## src/rtl/wpfe_pkg.sv

```systemverilog
// ============================================================================
// WS2812 pixel fade encoder package
// Shared constants, types and arithmetic helpers for the pixel encoder.
// ============================================================================
package wpfe_pkg;

   // Pixel store size and fade step.
   localparam int MAX_LEDS  = 256;
   localparam int FADE_STEP = 12;

   // Field widths fixed by the interface.
   localparam int IDX_W    = 8;
   localparam int COLOR_W  = 32;
   localparam int CHAN_W   = 8;
   localparam int BRIGHT_W = 8;
   localparam int ADDR_W   = 13;
   localparam int DUTY_W   = 16;
   localparam int CNT_W    = 9;
   localparam int STORE_AW = (MAX_LEDS > 1) ? $clog2(MAX_LEDS) : 1;
   localparam int CMP_W    = 14;

   // Brightness scaling: c * b / 100 equals (c * b * 5243) >> 19 for c * b up to 25500.
   localparam int BRIGHT_MAX = 100;
   localparam int BK_MULT    = 5243;
   localparam int BK_SHIFT   = 19;
   localparam int BK_W       = 20;
   localparam int PROD_W     = CHAN_W + BK_W;

   // Serializer bit counts, minus one.
   localparam int BITCNT_W    = 5;
   localparam int LAST_RGBW   = 31;
   localparam int LAST_RGB    = 23;

   // Configuration register indexes.
   localparam int CSR_IDX_W = 2;
   localparam int CSR_DATA_W = 16;
   typedef enum logic [CSR_IDX_W-1:0] {
      REG_STRIP_IS_RGBW = 2'd0,
      REG_LED_COUNT     = 2'd1,
      REG_ZERO_DUTY     = 2'd2,
      REG_ONE_DUTY      = 2'd3
   } csr_reg_type;

   localparam logic [DUTY_W-1:0] ZERO_DUTY_RST = 16'd31;
   localparam logic [DUTY_W-1:0] ONE_DUTY_RST  = 16'd72;

   // Live configuration.
   typedef struct packed {
      logic              strip_is_rgbw;
      logic [CNT_W-1:0]  led_count;
      logic [DUTY_W-1:0] zero_duty;
      logic [DUTY_W-1:0] one_duty;
   } cfg_type;

   // Faded pixel handed from the fade stage to the scale stage.
   typedef struct packed {
      logic [IDX_W-1:0]   idx;
      logic [COLOR_W-1:0] color;
      logic [BK_W-1:0]    bk;
   } pix_type;

   // Packed bit word handed from the scale stage to the serializer.
   typedef struct packed {
      logic [COLOR_W-1:0]  word;
      logic [ADDR_W-1:0]   base;
      logic [BITCNT_W-1:0] last_cnt;
   } ser_type;

   // Move one channel toward its target by at most FADE_STEP.
   function automatic logic [CHAN_W-1:0] chan_toward(input logic [CHAN_W-1:0] cur,
                                                     input logic [CHAN_W-1:0] tgt);
      logic [CHAN_W-1:0] step;
      logic [CHAN_W-1:0] res;
      step = CHAN_W'(FADE_STEP);
      if (cur < tgt) begin
         res = ((tgt - cur) < step) ? tgt : cur + step;
      end else if (cur > tgt) begin
         res = ((cur - tgt) < step) ? tgt : cur - step;
      end else begin
         res = tgt;
      end
      return res;
   endfunction

   // Fade all four channels independently.
   function automatic logic [COLOR_W-1:0] fade_color(input logic [COLOR_W-1:0] cur,
                                                     input logic [COLOR_W-1:0] tgt);
      logic [COLOR_W-1:0] res;
      res = '0;
      for (int ch = 0; ch < COLOR_W / CHAN_W; ch++) begin
         res[ch*CHAN_W +: CHAN_W] = chan_toward(cur[ch*CHAN_W +: CHAN_W],
                                                tgt[ch*CHAN_W +: CHAN_W]);
      end
      return res;
   endfunction

   // Saturate brightness to 100 and turn it into a reciprocal-scaled factor.
   function automatic logic [BK_W-1:0] bright_factor(input logic [BRIGHT_W-1:0] pct);
      logic [BRIGHT_W-1:0] sat;
      sat = (pct > BRIGHT_W'(BRIGHT_MAX)) ? BRIGHT_W'(BRIGHT_MAX) : pct;
      return BK_W'(sat) * BK_W'(BK_MULT);
   endfunction

   // Scale one channel by a brightness factor.
   function automatic logic [CHAN_W-1:0] scale_chan(input logic [CHAN_W-1:0] chan,
                                                    input logic [BK_W-1:0]   bk);
      logic [PROD_W-1:0] prod;
      prod = PROD_W'(chan) * PROD_W'(bk);
      return prod[BK_SHIFT +: CHAN_W];
   endfunction

endpackage

```

## src/rtl/wpfe_scale.sv

```systemverilog
// ============================================================================
// WS2812 pixel scale stage
// Scales the faded color by brightness and packs it in GRB or GRBW order.
// ============================================================================
module wpfe_scale (
   input  logic                 clock,
   input  logic                 reset,
   input  wpfe_pkg::cfg_type    cfg,
   input  logic                 pix_valid,
   output logic                 pix_ready,
   input  wpfe_pkg::pix_type    pix_data,
   output logic                 ser_valid,
   input  logic                 ser_ready,
   output wpfe_pkg::ser_type    ser_data
);

   logic                          s2_valid_ff, s2_valid_in;
   wpfe_pkg::pix_type             s2_pix_ff;
   logic [wpfe_pkg::CHAN_W-1:0]   w_s, r_s, g_s, b_s;
   logic [wpfe_pkg::ADDR_W-1:0]   idx_ext;

   // Stage register handshake.
   assign pix_ready = ~s2_valid_ff | ser_ready;

   always_comb begin
      if (pix_ready) begin
         s2_valid_in = pix_valid;
      end else begin
         s2_valid_in = s2_valid_ff;
      end
   end

   always_ff @(posedge clock) begin
      if (reset) begin
         s2_valid_ff <= 1'b0;
      end else begin
         s2_valid_ff <= s2_valid_in;
      end
   end

   always_ff @(posedge clock) begin
      if (pix_ready && pix_valid) begin
         s2_pix_ff <= pix_data;
      end
   end

   // One multiplier per channel against the brightness factor.
   assign w_s = wpfe_pkg::scale_chan(s2_pix_ff.color[31:24], s2_pix_ff.bk);
   assign r_s = wpfe_pkg::scale_chan(s2_pix_ff.color[23:16], s2_pix_ff.bk);
   assign g_s = wpfe_pkg::scale_chan(s2_pix_ff.color[15:8], s2_pix_ff.bk);
   assign b_s = wpfe_pkg::scale_chan(s2_pix_ff.color[7:0], s2_pix_ff.bk);

   assign idx_ext = wpfe_pkg::ADDR_W'(s2_pix_ff.idx);

   // Reorder, left-aligned so the first bit sent is always bit 31.
   always_comb begin
      if (cfg.strip_is_rgbw) begin
         ser_data.word     = {g_s, r_s, b_s, w_s};
         ser_data.base     = idx_ext << 5;
         ser_data.last_cnt = wpfe_pkg::BITCNT_W'(wpfe_pkg::LAST_RGBW);
      end else begin
         ser_data.word     = {g_s, r_s, b_s, 8'h00};
         ser_data.base     = (idx_ext << 4) + (idx_ext << 3);
         ser_data.last_cnt = wpfe_pkg::BITCNT_W'(wpfe_pkg::LAST_RGB);
      end
   end

   assign ser_valid = s2_valid_ff;

endmodule

```

## config.mk

```make
export PLATFORM = sky130hd
export DESIGN_NAME = wpfe_scale
export DESIGN_NICKNAME = d
export VERILOG_FILES = /design/src/rtl/wpfe_pkg.sv /design/src/rtl/wpfe_scale.sv
export SDC_FILE = /design/constraint.sdc
export NUM_CORES = 1
export LEC_CHECK = 0
export BUFFER_PORTS_ARGS = -buffer_cell sky130_fd_sc_hd__clkbuf_2
export CAP_MARGIN = 30
export CORE_ASPECT_RATIO = 1.25
export CORE_MARGIN = 2
export CORE_UTILIZATION = 60
export CTS_CLUSTER_SIZE = 28
export DETAILED_ROUTE_END_ITERATION = 8
export GPL_TIMING_DRIVEN = 0
export PLACE_DENSITY = 0.8
export SETUP_SLACK_MARGIN = 0.1
export SLEW_MARGIN = 0
export SYNTH_ARGS = -nofsm -noshare
export SYNTH_HDL_FRONTEND = slang
export SYNTH_SLANG_ARGS = --single-unit
export TNS_END_PERCENT = 20
```

## constraint.sdc

```tcl
create_clock -name clock -period 7.3 [get_ports clock]
set_input_delay 0.73 -clock clock [delete_from_list [all_inputs] [get_ports clock]]
set_output_delay 0.73 -clock clock [all_outputs]
set_load 0.02 [all_outputs]
```

### After elaboration in Yosys (flattened, before gate mapping)

Index checks and enable logic that the tools add are counted.

* add/sub/neg operators: 1
* muxes and demuxes: 1
* reduce and logical (&&, ||, !) cells: 1
* multipliers: 4
* bitwise logic cells: 2

Operators by type and width (number)
* $mul 8x20->27: 4
* $mux 26: 1
* $add 12x11->13: 1
* $logic_and 1x1->1: 1
* $not 1->1: 1
* $or 1x1->1: 1

* register bits: 61
* output and inout port bits: 52
* word-level logic and storage cells: 13

### Logic depth before layout (Yosys ltp)

* depth in word-level cells: 3
* mapped depth: 20
* mapped depth without buffers: 18

### Worst setup path before layout

Ideal clock, no wire load.

* path type: flip-flop to output port
* start: register s2_pix_ff[16] (netlist name)
* end: output ser_data[49] (netlist name)
* buffers on the path: 1
* cell stages (with the launch flop): 18
* data required time: 6.570 ns
* slack: 1.688 ns
* data arrival time: 4.882 ns
* cell sequence: edfxtp_1 > clkbuf_1 > and2_1 > fa_1 > inv_1 > fa_1 > fa_1 > inv_1 > fa_1 > ha_1 > a21oi_1 > nand2_1 > a221o_1 > a221oi_2 > o21ai_2 > or3_1 > a31oi_1 > xnor2_1

RTL lines
* from (decl): RTL line wpfe_scale.sv:18 `wpfe_pkg::pix_type s2_pix_ff;`
* from (signal assigned): RTL line wpfe_scale.sv:43 `s2_pix_ff <= pix_data;`
* to (decl): RTL line wpfe_scale.sv:14 `output wpfe_pkg::ser_type ser_data`

==> flow_summary.yaml <==
setup_path:
  cp_common_cell: "fa_1"
  crit_chain: "clkbuf_1 > clkbuf_2 > nand2_1 > fa_1 > fa_1 > fa_1 > inv_1 > fa_1 > ha_1 > o21ai_0 > o21ai_0 > a221oi_2 > o21ai_2 > or3_1 > a31oi_1 > xnor2_1 > clkbuf_2"
  crit_fanout: 10
  crit_buf_inv: 4
  cp-start-kind: "flip-flop"
  slowest_stage: "clkbuf_1"
  worstPathRequired_ns: 6.57
  critPathArrivalTime_ns: 6.23
  critPathCaptureType: "primary output"
  path_delay_family: "adder cells"
  max_stage_delay_ns: 0.57
  crit_type: "reg2out"
clock_tree:
  numCtsBuffers: 9
  postCtsSetupBuffers: 0
  postCtsHoldBufs: 0
  cts_tree: "done"
  clk-insertion-delay-late_ns: 0.36
  cts.reportedPaths.clkPinSlew_ns: 0.07
  clock_path_buffers: 2
  root_buffer: "clkbuf_16"
  htreeDepth: 3
  clock-sinks: 61
yosys:
  post-synth-top-count-cell: "fa_1"
  synth_commonest_cells: "fa_1, and2_1, inv_1"
  synthCells: 2176
  synth_top_area_share_pct: 42.3
  muxShareOfSynthArea_pct: 0.149
  synth_area_um2: 20100
  synth_top_family_by_area: "adder cells"
  synth_fa_ha_area_share_pct: 53.5
  synth_edf_count: 60
  yosysUniqueCellTypes: 55
  yosys.area_share.simple_pct: 20.2
  synth_ff_type: "edfxtp_1"
  syn_avg_cell_area_um2: 9.25
  synthXorXnorAreaFrac_pct: 1.91
  yosys.area.top_type: "fa_1"
  yosysSeqAreaShare_pct: 9.05
  yosys_register_bits: 61
  synthTopCellsByArea: "fa_1, and2_1, ha_1"
  ys_async_sr_fraction_pct: 0
  yosysWarnings: 0
  synth_compound_gate_area_share_pct: 5.08
layout:
  drive_above_1_share_pct: 6.37
  post-route-util_pct: 64.8
  area_growth_pct: 7.24
  final_area_um2: 21600
  finalNonFillerCells: 2733
  fillers: 2685
  nets: 3014
drt:
  drcViolationCount: 4
  wl_per_cell_um: 20.4
  drt_iter0_drc: 1208
  wl_mm: 55.6
  vias_per_cell: 5.79
  antenna_left: 0
  vias: 15817
  first_pass_iters: 8
timing:
  setup_viol: 0
  slew_headroom_pct: 29.9
  fmax_mhz: 144
  hold_violations: 0
  fin_crit_sh_pct: 95.3
  rsz0062_at_grt: "no"
  finalSetupTns_ns: 0
  tightest_slew_ns: 1.05
  final_max_slew_viol_count: 0
  fin_crit_ns: 6.96
  skew_ns: 0.0122
global_routing:
  grt_util_all_layers_pct: 33.5
  antenna_found_initial: 0
  overflow: 0
  grt_pass1_vias: 17560
  grt_max_degree: 43
  grt_pass1_wl_mm: 90.0
power:
  p_int_w: 0.00288
  leakagePower_nw: 10.8
  switching_share_pct: 53.9
  p_seq_share_pct: 6.9
  power.switching_w: 0.00337
  powerDensity_nw_per_um2: 289
  peakVddDrop_mv: 0.418
  p_clk_share_pct: 8.3
  pwr-share-comb_pct: 84.8
floorplan:
  start_util_pct: 60.4
  ios: 158
  die_h_um: 209
  dieWidth_um: 168
  core_area_um2: 33300
  rows: 75
  die_area_um2: 35000
placed_design:
  dp.cells: 2714
  port_buffers: 109
  dpl.hpwl_mm: 43.5
  gp_congestion: 0.981
  placed_cell_area_um2: 21200
run_status:
  failed_checks: "DRC"
  status: "finished, violations left"
worst_hold_path:
  worst_hold_path_type: "in2reg"
run:
  maxCapViolCount: 0
==> metal layers <==
layer  vias up  track usage, %  part of all wire (%)
met1      7952            38.7                    35
met2       811            57.1                    49
met3       233            7.29                   9.0
li1       6821               -                     -
met5         -               0                     0
met4         0            20.4                   7.0
==> metrics by stage <==
| stage | power (W) | hold slack (ns) | setup slack [ns] |
|---|---|---|---|
| after CTS | 0.00624 | 0.532 | 0.0523 |
| after global routing | 0.00688 | 0.533 | 0.126 |
| final | 0.00625 | 0.529 | 0.343 |
| after detailed placement | 0.00566 | 0.536 | 0.445 |
| after global placement | 0.00549 | 0.492 | 0.486 |
| after floorplan | 0.00425 | 0.729 | 1.69 |
==> sequential cells by signal, summed over array words and instances (netlist names) <==
signal,flops
s2_pix_ff,52
idx_ext,8
ser_valid,1
==> cell usage in the layout, fill, tap and decap left out, types with 3 or more instances in the layout <==
| master | netlist | layout |
|---|---|---|
| o21a_1 | 10 | 10 |
| a21o_1 | 19 | 19 |
| inv_1 | 397 | 397 |
| or3_1 | 3 | 3 |
| a21oi_1 | 46 | 46 |
| ha_1 | 181 | 181 |
| edfxtp_1 | 60 | 60 |
| nand2_1 | 258 | 258 |
| nor4_1 | 4 | 4 |
| and2_1 | 405 | 404 |
| o21ai_0 | 38 | 37 |
| a31oi_1 | 6 | 6 |
| diode_2 | 0 | 3 |
| a2111oi_0 | 3 | 3 |
| clkbuf_2 | 0 | 113 |
| buf_4 | 8 | 8 |
| fa_1 | 425 | 425 |
| o21bai_1 | 5 | 5 |
| xor2_1 | 10 | 10 |
| clkbuf_16 | 0 | 9 |
| and3_1 | 8 | 8 |
| nor3_1 | 15 | 15 |
| inv_6 | 0 | 3 |
| nor2b_1 | 5 | 5 |
| o31a_1 | 3 | 3 |
| nand2b_1 | 9 | 9 |
| xnor2_1 | 34 | 34 |
| nor2_1 | 29 | 29 |
| mux2i_1 | 3 | 3 |
| conb_1 | 2 | 7 |
| a211oi_1 | 6 | 6 |
| o211ai_1 | 7 | 7 |
| nand3_1 | 13 | 13 |
| nand4_1 | 10 | 10 |
| or2_2 | 3 | 3 |
| clkbuf_1 | 124 | 120 |
==> cells by family (layout without fill, tap and decap cells) <==
group | count (synthesis) | in the layout
buffers and inverters | 531 | 657
other | 2 | 10
adders and majority gates | 606 | 606
muxes | 3 | 3
DFF | 61 | 61
AOI/OAI and AO/OA | 161 | 161
and+or+nand+nor | 768 | 768
xor gates and xnor gates | 44 | 44
==> power by group through the flow <==
stage / Clock (W) / Sequential, W / Combinational (W)
final: 0.000520 / 0.000432 / 0.00529
after global routing: 0.000531 / 0.000434 / 0.00592
after CTS: 0.000517 / 0.000431 / 0.00529
after detailed placement: 0 / 0.000438 / 0.00522
after global placement: 0 / 0.000439 / 0.00505
after floorplan: 0 / 0.000429 / 0.00382
==> final timing paths <==
| kind | cells past startpoint | slack [ns] | end | startpoint |
|---|---|---|---|---|
| hold / removal | 2 | 0.53 | ser_valid | reset |
| hold reg to reg | 2 | 0.54 | ser_valid | ser_valid |
| setup reg to reg | 3 | 5.73 | s2_pix_ff[40] | ser_valid |
| setup / recovery | 17 | 0.34 | ser_data[49] | s2_pix_ff[1] |
==> final cells by class <==
type                       count  area [µm²]  area share (%)
inverter                     397        1490            6.90
antenna                        3        7.51          0.0348
multi-input combinational   1589       16300            75.5
clock inverter                 7         105           0.487
tap                          423         529            2.45
timing repair buffer         110         566            2.62
clock buffer                   9         225            1.04
sequential                    61        1820            8.44
buffer                       134         539            2.50
==> what timing repair did <==
action	in CTS	in global routing
endpoints found under the setup margin	3	13
resized for setup	1	9
hold endpoints to repair	0	0
(Power assumes the default switching activity.)
