$ cat config.mk
export PLATFORM = sky130hd
export DESIGN_NAME = wpfe_serial_flat
export DESIGN_NICKNAME = d
export VERILOG_FILES = /design/src/rtl/wpfe_pkg.sv /design/src/rtl/wpfe_if.sv /design/src/rtl/wpfe_serial.sv /design/src/flat_wrapper.sv
export SDC_FILE = /design/constraint.sdc
export NUM_CORES = 1
export LEC_CHECK = 0
export BUFFER_PORTS_ARGS = -buffer_cell sky130_fd_sc_hd__buf_4
export CAP_MARGIN = 20
export CORE_ASPECT_RATIO = 0.8
export CORE_UTILIZATION = 49
export CTS_CLUSTER_DIAMETER = 150
export DETAILED_ROUTE_END_ITERATION = 10
export MAX_ROUTING_LAYER = met4
export PLACE_DENSITY_LB_ADDON = 0.12
export SLEW_MARGIN = 20
export SYNTH_ARGS = -nofsm -noshare
export SYNTH_HDL_FRONTEND = slang
export SYNTH_SLANG_ARGS = --single-unit
$ cat constraint.sdc
create_clock -name clock -period 3.5 [get_ports clock]
set_input_delay 0.35 -clock clock [delete_from_list [all_inputs] [get_ports clock]]
set_output_delay 0.35 -clock clock [all_outputs]
set_load 0.02 [all_outputs]
$ cat src/rtl/wpfe_pkg.sv
// ============================================================================
// WS2812 pixel fade encoder package
// Shared constants, types and arithmetic helpers for the pixel encoder.
// ============================================================================
package wpfe_pkg;

   // Pixel store size and fade step.
   localparam int MAX_LEDS  = 256;
   localparam int FADE_STEP = 12;

   // Field widths fixed by the interface.
   localparam int IDX_W    = 8;
   localparam int COLOR_W  = 32;
   localparam int CHAN_W   = 8;
   localparam int BRIGHT_W = 8;
   localparam int ADDR_W   = 13;
   localparam int DUTY_W   = 16;
   localparam int CNT_W    = 9;
   localparam int STORE_AW = (MAX_LEDS > 1) ? $clog2(MAX_LEDS) : 1;
   localparam int CMP_W    = 14;

   // Brightness scaling: c * b / 100 equals (c * b * 5243) >> 19 for c * b up to 25500.
   localparam int BRIGHT_MAX = 100;
   localparam int BK_MULT    = 5243;
   localparam int BK_SHIFT   = 19;
   localparam int BK_W       = 20;
   localparam int PROD_W     = CHAN_W + BK_W;

   // Serializer bit counts, minus one.
   localparam int BITCNT_W    = 5;
   localparam int LAST_RGBW   = 31;
   localparam int LAST_RGB    = 23;

   // Configuration register indexes.
   localparam int CSR_IDX_W = 2;
   localparam int CSR_DATA_W = 16;
   typedef enum logic [CSR_IDX_W-1:0] {
      REG_STRIP_IS_RGBW = 2'd0,
      REG_LED_COUNT     = 2'd1,
      REG_ZERO_DUTY     = 2'd2,
      REG_ONE_DUTY      = 2'd3
   } csr_reg_type;

   localparam logic [DUTY_W-1:0] ZERO_DUTY_RST = 16'd31;
   localparam logic [DUTY_W-1:0] ONE_DUTY_RST  = 16'd72;

   // Live configuration.
   typedef struct packed {
      logic              strip_is_rgbw;
      logic [CNT_W-1:0]  led_count;
      logic [DUTY_W-1:0] zero_duty;
      logic [DUTY_W-1:0] one_duty;
   } cfg_type;

   // Faded pixel handed from the fade stage to the scale stage.
   typedef struct packed {
      logic [IDX_W-1:0]   idx;
      logic [COLOR_W-1:0] color;
      logic [BK_W-1:0]    bk;
   } pix_type;

   // Packed bit word handed from the scale stage to the serializer.
   typedef struct packed {
      logic [COLOR_W-1:0]  word;
      logic [ADDR_W-1:0]   base;
      logic [BITCNT_W-1:0] last_cnt;
   } ser_type;

   // Move one channel toward its target by at most FADE_STEP.
   function automatic logic [CHAN_W-1:0] chan_toward(input logic [CHAN_W-1:0] cur,
                                                     input logic [CHAN_W-1:0] tgt);
      logic [CHAN_W-1:0] step;
      logic [CHAN_W-1:0] res;
      step = CHAN_W'(FADE_STEP);
      if (cur < tgt) begin
         res = ((tgt - cur) < step) ? tgt : cur + step;
      end else if (cur > tgt) begin
         res = ((cur - tgt) < step) ? tgt : cur - step;
      end else begin
         res = tgt;
      end
      return res;
   endfunction

   // Fade all four channels independently.
   function automatic logic [COLOR_W-1:0] fade_color(input logic [COLOR_W-1:0] cur,
                                                     input logic [COLOR_W-1:0] tgt);
      logic [COLOR_W-1:0] res;
      res = '0;
      for (int ch = 0; ch < COLOR_W / CHAN_W; ch++) begin
         res[ch*CHAN_W +: CHAN_W] = chan_toward(cur[ch*CHAN_W +: CHAN_W],
                                                tgt[ch*CHAN_W +: CHAN_W]);
      end
      return res;
   endfunction

   // Saturate brightness to 100 and turn it into a reciprocal-scaled factor.
   function automatic logic [BK_W-1:0] bright_factor(input logic [BRIGHT_W-1:0] pct);
      logic [BRIGHT_W-1:0] sat;
      sat = (pct > BRIGHT_W'(BRIGHT_MAX)) ? BRIGHT_W'(BRIGHT_MAX) : pct;
      return BK_W'(sat) * BK_W'(BK_MULT);
   endfunction

   // Scale one channel by a brightness factor.
   function automatic logic [CHAN_W-1:0] scale_chan(input logic [CHAN_W-1:0] chan,
                                                    input logic [BK_W-1:0]   bk);
      logic [PROD_W-1:0] prod;
      prod = PROD_W'(chan) * PROD_W'(bk);
      return prod[BK_SHIFT +: CHAN_W];
   endfunction

endpackage

$ cat src/rtl/wpfe_if.sv


// Bit timing word channel.
interface wpfe_rsp_if;
   logic                         valid;
   logic                         ready;
   logic [wpfe_pkg::ADDR_W-1:0]  bit_address;
   logic [wpfe_pkg::DUTY_W-1:0]  duty_word;
   logic                         last_bit;

   modport source(output valid, bit_address, duty_word, last_bit, input ready);
   modport sink(input valid, bit_address, duty_word, last_bit, output ready);
endinterface

$ cat src/rtl/wpfe_serial.sv
// ============================================================================
// WS2812 bit serializer
// Shifts the packed pixel out MSB first, one duty word beat per cycle if ready.
// ============================================================================
module wpfe_serial (
   input  logic                 clock,
   input  logic                 reset,
   input  wpfe_pkg::cfg_type    cfg,
   input  logic                 ser_valid,
   output logic                 ser_ready,
   input  wpfe_pkg::ser_type    ser_data,
   wpfe_rsp_if.source           rsp
);

   logic                              v_ff, v_in;
   logic [wpfe_pkg::COLOR_W-1:0]      sh_ff, sh_in;
   logic [wpfe_pkg::ADDR_W-1:0]       addr_ff, addr_in;
   logic [wpfe_pkg::BITCNT_W-1:0]     cnt_ff, cnt_in;
   logic                              ack;
   logic                              can_load;

   // A new pixel loads when the output is empty or its last beat leaves.
   assign ack       = v_ff & rsp.ready;
   assign can_load  = ~v_ff | (rsp.ready & (cnt_ff == '0));
   assign ser_ready = can_load;

   always_comb begin
      v_in    = v_ff;
      sh_in   = sh_ff;
      addr_in = addr_ff;
      cnt_in  = cnt_ff;
      if (can_load) begin
         v_in    = ser_valid;
         sh_in   = ser_data.word;
         addr_in = ser_data.base;
         cnt_in  = ser_data.last_cnt;
      end else if (ack) begin
         sh_in   = sh_ff << 1;
         addr_in = addr_ff + 1'b1;
         cnt_in  = cnt_ff - 1'b1;
      end
   end

   always_ff @(posedge clock) begin
      if (reset) begin
         v_ff <= 1'b0;
      end else begin
         v_ff <= v_in;
      end
   end

   always_ff @(posedge clock) begin
      sh_ff   <= sh_in;
      addr_ff <= addr_in;
      cnt_ff  <= cnt_in;
   end

   // Output beat.
   assign rsp.valid       = v_ff;
   assign rsp.bit_address = addr_ff;
   assign rsp.duty_word   = sh_ff[wpfe_pkg::COLOR_W-1] ? cfg.one_duty : cfg.zero_duty;
   assign rsp.last_bit    = (cnt_ff == '0);

endmodule

$ cat src/flat_wrapper.sv
// flat-port wrapper written by rule: the top's interface ports become plain ports
module wpfe_serial_flat 
  (clock, reset, cfg, ser_valid, ser_ready, ser_data, rsp_valid, rsp_bit_address, rsp_duty_word, rsp_last_bit, rsp_ready);
  wpfe_rsp_if rsp_i ();
  input  logic clock;
  input  logic reset;
  input  wpfe_pkg::cfg_type cfg;
  input  logic ser_valid;
  output logic ser_ready;
  input  wpfe_pkg::ser_type ser_data;
  output wire logic [$bits(rsp_i.valid)-1:0] rsp_valid;
  output wire logic [$bits(rsp_i.bit_address)-1:0] rsp_bit_address;
  output wire logic [$bits(rsp_i.duty_word)-1:0] rsp_duty_word;
  output wire logic [$bits(rsp_i.last_bit)-1:0] rsp_last_bit;
  input wire logic [$bits(rsp_i.ready)-1:0] rsp_ready;
  assign rsp_valid = rsp_i.valid;
  assign rsp_bit_address = rsp_i.bit_address;
  assign rsp_duty_word = rsp_i.duty_word;
  assign rsp_last_bit = rsp_i.last_bit;
  assign rsp_i.ready = rsp_ready;
  wpfe_serial u_core (.clock(clock), .reset(reset), .cfg(cfg), .ser_valid(ser_valid), .ser_ready(ser_ready), .ser_data(ser_data), .rsp(rsp_i));
endmodule
* Yosys cells after proc, flatten, opt, wreduce, memory -nomap -nowiden
Cells that the tools add are included.
** Word-level totals
- Register bits :: 51
- Input port bits :: 96
- Word-level logic and storage cells :: 19
** Operators by class
- Add/sub/neg operators :: 2
- Muxes and demuxes :: 7
- Bitwise gates (word level) :: 4
- Reductions and logical operators :: 2
** Operators by type and width (number)
- $mux W32 :: 2
- $mux W13 :: 2
- $mux W16 :: 1
- $add A13 B1 Y13 const B :: 1
- $mux W5 :: 2
- $logic_not A5 Y1 :: 1
- $sub A5 B1 Y5 const B :: 1
- $and A1 B1 Y1 :: 2
- $reduce_bool A2 Y1 :: 1
- $not A1 Y1 :: 1
- $or A1 B1 Y1 :: 1

* Depth between registers and ports, before layout
- Depth after elaboration :: 4
- Depth in mapped cells :: 8
- Gate-level depth less buffers :: 6

* Worst setup path after synthesis
No wires, ideal clock.
- Path type :: reg2reg
- From :: register u_core.v_ff (netlist: u_core.rsp.valid)
- To :: register u_core.cnt_ff[0] (netlist name) (enable)
- Arrival :: 1.444 ns
- Required time :: 2.895 ns
- Path slack :: 1.451 ns
- Cell stages (with the launch flop) :: 2
- Path buffers :: 0
- Period minus slack after synthesis :: 2.049 ns
- Cells stage by stage :: dfxtp_1 > nand2b_1
** Between the ends
- Longest elaborated chain between the ends :: 3
- Elaborated cells between the ends (all ways) :: 4
- Classes of those cells :: bitwise (3); reduce/logical (1)
** Ends and longest elaborated chain
- start, declared :: RTL line wpfe_serial.sv:15 : logic v_ff, v_in;
- start signal, assigned :: RTL line wpfe_serial.sv:48 : v_ff <= v_in;
- $not A1 Y1 :: RTL line wpfe_serial.sv:24 : assign can_load = ~v_ff | (rsp.ready & (cnt_ff == '0));
- $or A1 B1 Y1 :: RTL line wpfe_serial.sv:24
- $reduce_bool A2 Y1 (no source line) *
- end signal, assigned :: RTL line wpfe_serial.sv:55 : cnt_ff <= cnt_in;
- end, declared :: RTL line wpfe_serial.sv:18 : logic [wpfe_pkg::BITCNT_W-1:0] cnt_ff, cnt_in;
Mark *: on every way between the ends. The rest lies on a longest branch, timed or not.
A chain may end at the register's enable or synchronous reset.

* Worst setup path in the final report
- From :: register u_core.cnt_ff[0] (netlist name)
- To :: output ser_ready
** Between the ends
- Longest elaborated chain between the ends :: 3
** Ends and longest elaborated chain
- $logic_not A5 Y1 :: RTL line wpfe_serial.sv:24
- $and A1 B1 Y1 :: RTL line wpfe_serial.sv:24
- $or A1 B1 Y1 :: RTL line wpfe_serial.sv:24
- end, declared :: RTL line flat_wrapper.sv:9 : output logic ser_ready;
No other way between the ends.

==> flow_summary.yaml <==
cts:
  cts_setup_buffers: 0
  ctsRootBufferMaster: "clkbuf_8"
  clk_pin_slew_ps: 90
  cts_resized: 0
  cts_buffers: 5
  hold_buffers: 0
  clock_latency_ps: 300
  cts.sinks: 51
  cts_tree: "yes"
  cts.htree.levels: 2
  cts_max_path_buffers: 2
floorplanning:
  die_y_microns: 67.0
  fp.coreArea_sq_um: 5040
  die_area_sq_um: 5570
  rows: 23
  initial_core_util: 0.513
  die_w_microns: 83.2
  num_io_pins: 128
synth:
  synthMuxAreaShare: 0.209
  synthXorXnorAreaFrac: 0.0474
  yosys.area_share.adder: 0.00968
  syn-mean-instance-area_sq_um: 13.7
  syn_area_sq_um: 2580
  ys_seq_area_frac: 0.589
  synth-compound-area-share: 0.0431
  yosys_warnings: 0
  synth_top_family_by_area: "multiplexers"
  synthCells: 188
  synth.distinct_cells: 23
  synth_simple_gate_area_frac: 0.0702
  synth_nets: 286
  ys_ff_latch: 51
hold_path:
  hp-start: "reset"
  hold_end: "u_core.rsp.valid"
  min_path_type: "in -> reg"
  whs_path_depth: 2
sta:
  max_freq_ghz: 0.431
  slew-limit-headroom: 0.558
  fin_ws_ps: 1180
  period_needed_ps: 2320
  hold_ws_ps: 204
  tns_ps: 0
  rsz0062_at_grt: "false"
  fin_crit_sh: 0.662
  worstMarginPinSlew_ps: 663
  final_hold_viol_count: 0
  setup_viol: 0
  fin_worst_skew_ps: 9.79
  slew_viol_final: 0
cells_and_area:
  nFillCells: 374
  n_antenna_cell: 0
  layout-area-overhead-vs-synth_pct: 39.0
  fin_util: 0.713
  nNetsFinal: 404
  final-instance-count-excl-fill: 368
  drive_gt1_frac: 0.562
routing:
  dr.pass1.iters: 4
  drt-wirelength-per-cell_microns: 14.8
  drc_errors: 0
  drt-initial-drc-count: 141
  avgViaCountPerCell: 5.09
  routed_wl_microns: 5460
  via_count: 1872
  drt.antenna.violating_nets: 0
global_route:
  grt_pass1_wl_microns: 8570
  antenna_found_initial: 0
  gr-total-overflow: 0
  grt_max_degree: 47
  track_usage: 0.207
  grt_pass1_vias: 1790
placement:
  dp.cells: 361
  io_buffers: 117
  gp_congestion: 0.778
  hpwl_microns: 4010
  place_ws_ps: 1290
pwr:
  p_leak_nw: 1.51
  p_per_area_nw_per_um2: 419
  peakVddDrop_v: 0.000368
run:
  drv_cap: 0
worst_setup_path:
  cp_data_arrival_time_ps: 1970
  r2r_start: "u_core.cnt_ff[0]"
  critPathMaxFanout: 46
  r2r_slack_ps: 1290
  cp-start-kind: "flop"
  critPathKind: "reg -> out"
  endpoint_kind: "primary output"
  crit_start: "u_core.cnt_ff[0]"
  worstReg2RegEnd: "u_core.sh_ff[26]"
  reg2reg_depth: 6
  worstPathRequired_ps: 3150
run_status:
  outcome: "completed"
[logic make-up (layout without fill, tap and decap cells)]
logic type / count (synthesis) / after routing
adders and majority gates: 2 / 2
buffers and inverters: 14 / 132
AOI/OAI and AO/OA: 20 / 20
muxes: 48 / 48
xor gates and xnor gates: 14 / 14
and+or+nand+nor: 39 / 39
DFF: 51 / 51
[layer usage]
layer / up-vias / global-route usage / wire, microns
met2: 60 / 0.326 / 2570
met1: 883 / 0.265 / 2490
li1: 924 / - / -
met4: 0 / 0.0582 / 51
met3: 5 / 0.0570 / 347
met5: - / - / 0
[critical path: stages (launching register included)]
cell and delay, ps:
edfxtp_1 420, inv_1 90, ha_1 180, or3b_4 420
o21ai_4 170, buf_12 220, buf_4 180
[how the worst max path moves through the flow]
stage          depth (start not counted)  slack (ps)                to
5_1_grt                                6        1080         ser_ready
4_1_cts                                6        1160         ser_ready
3_3_place_gp                           6        1330  u_core.sh_ff[26]
6_report                               6        1180         ser_ready
2_1_floorplan                          1        1450  u_core.cnt_ff[0]
3_5_place_dp                           6        1290  u_core.sh_ff[26]
[cell type report]
class,count,area (sq um),area share
Timing Repair Buffer,120,913,0.254
Inverter,5,18.8,0.00522
Clock buffer,5,68.8,0.0192
Sequential cell,51,1520,0.424
Multi-Input combinational cell,123,983,0.274
Clock inverter,2,8.76,0.00244
Tap cell,62,77.6,0.0216
[state kept, by name, summed over array words and instances, names as in the netlist]
name,count
u_core.rsp.valid,1
u_core.cnt_ff,5
u_core.sh_ff,32
u_core.rsp.bit_address,13
[stage by stage]
| stage | cell area, sq um | total power, mW |
|---|---|---|
| after floorplan | 2580 | 1.04 |
| after global placement | 3510 | 1.20 |
| after detailed placement | 3510 | 1.21 |
| after CTS | 3590 | 1.51 |
| after global routing | 3590 | 1.58 |
| final | 3590 | 1.51 |
[where the power goes]
group	leakage (nW)	switching [mW]	total (mW)	internal (mW)
logic	0.939	0.162	0.372	0.210
registers	0.529	0.0544	0.820	0.766
clock network	0.0414	0.180	0.313	0.133
[Yosys cell counts]
cell type  instances  share of area
edfxtp_1          50           0.58
nand2b_1           2         0.0048
o21ai_0           16          0.031
mux2_1             5          0.022
dfxtp_1            1         0.0077
nand4_1            4         0.0097
ha_1               2         0.0097
nor3_1             5         0.0097
clkbuf_1           2         0.0029
nor2_1             5         0.0073
o21ai_4            1         0.0063
buf_4              4          0.012
a21oi_1            3         0.0058
nand3_1            3         0.0058
or3b_4             1         0.0044
xor2_1             2         0.0068
buf_1              1         0.0015
nand2_1           18          0.026
xnor2_1           12          0.041
buf_6              2         0.0087
inv_1              5         0.0073
mux2_2            43           0.19
and2_1             1         0.0024
[placed cells by master (no fill, tap or decap)]
cell and count:
clkinv_1 1, nor3_1 5, ha_1 2, nand4_1 4
nand2_1 18, edfxtp_1 50, o21ai_4 1, mux2_2 43
xor2_1 2, clkbuf_8 5, xnor2_1 12, nor2_1 5
clkinv_2 1, mux2_1 5, nand2b_1 1, dfxtp_1 1
o21ai_0 16, a21oi_1 3, and2_1 1, or3b_4 1
nand2b_2 1, buf_4 119, inv_1 5, nand3_1 3
buf_12 1
(Power assumes the default switching activity.)
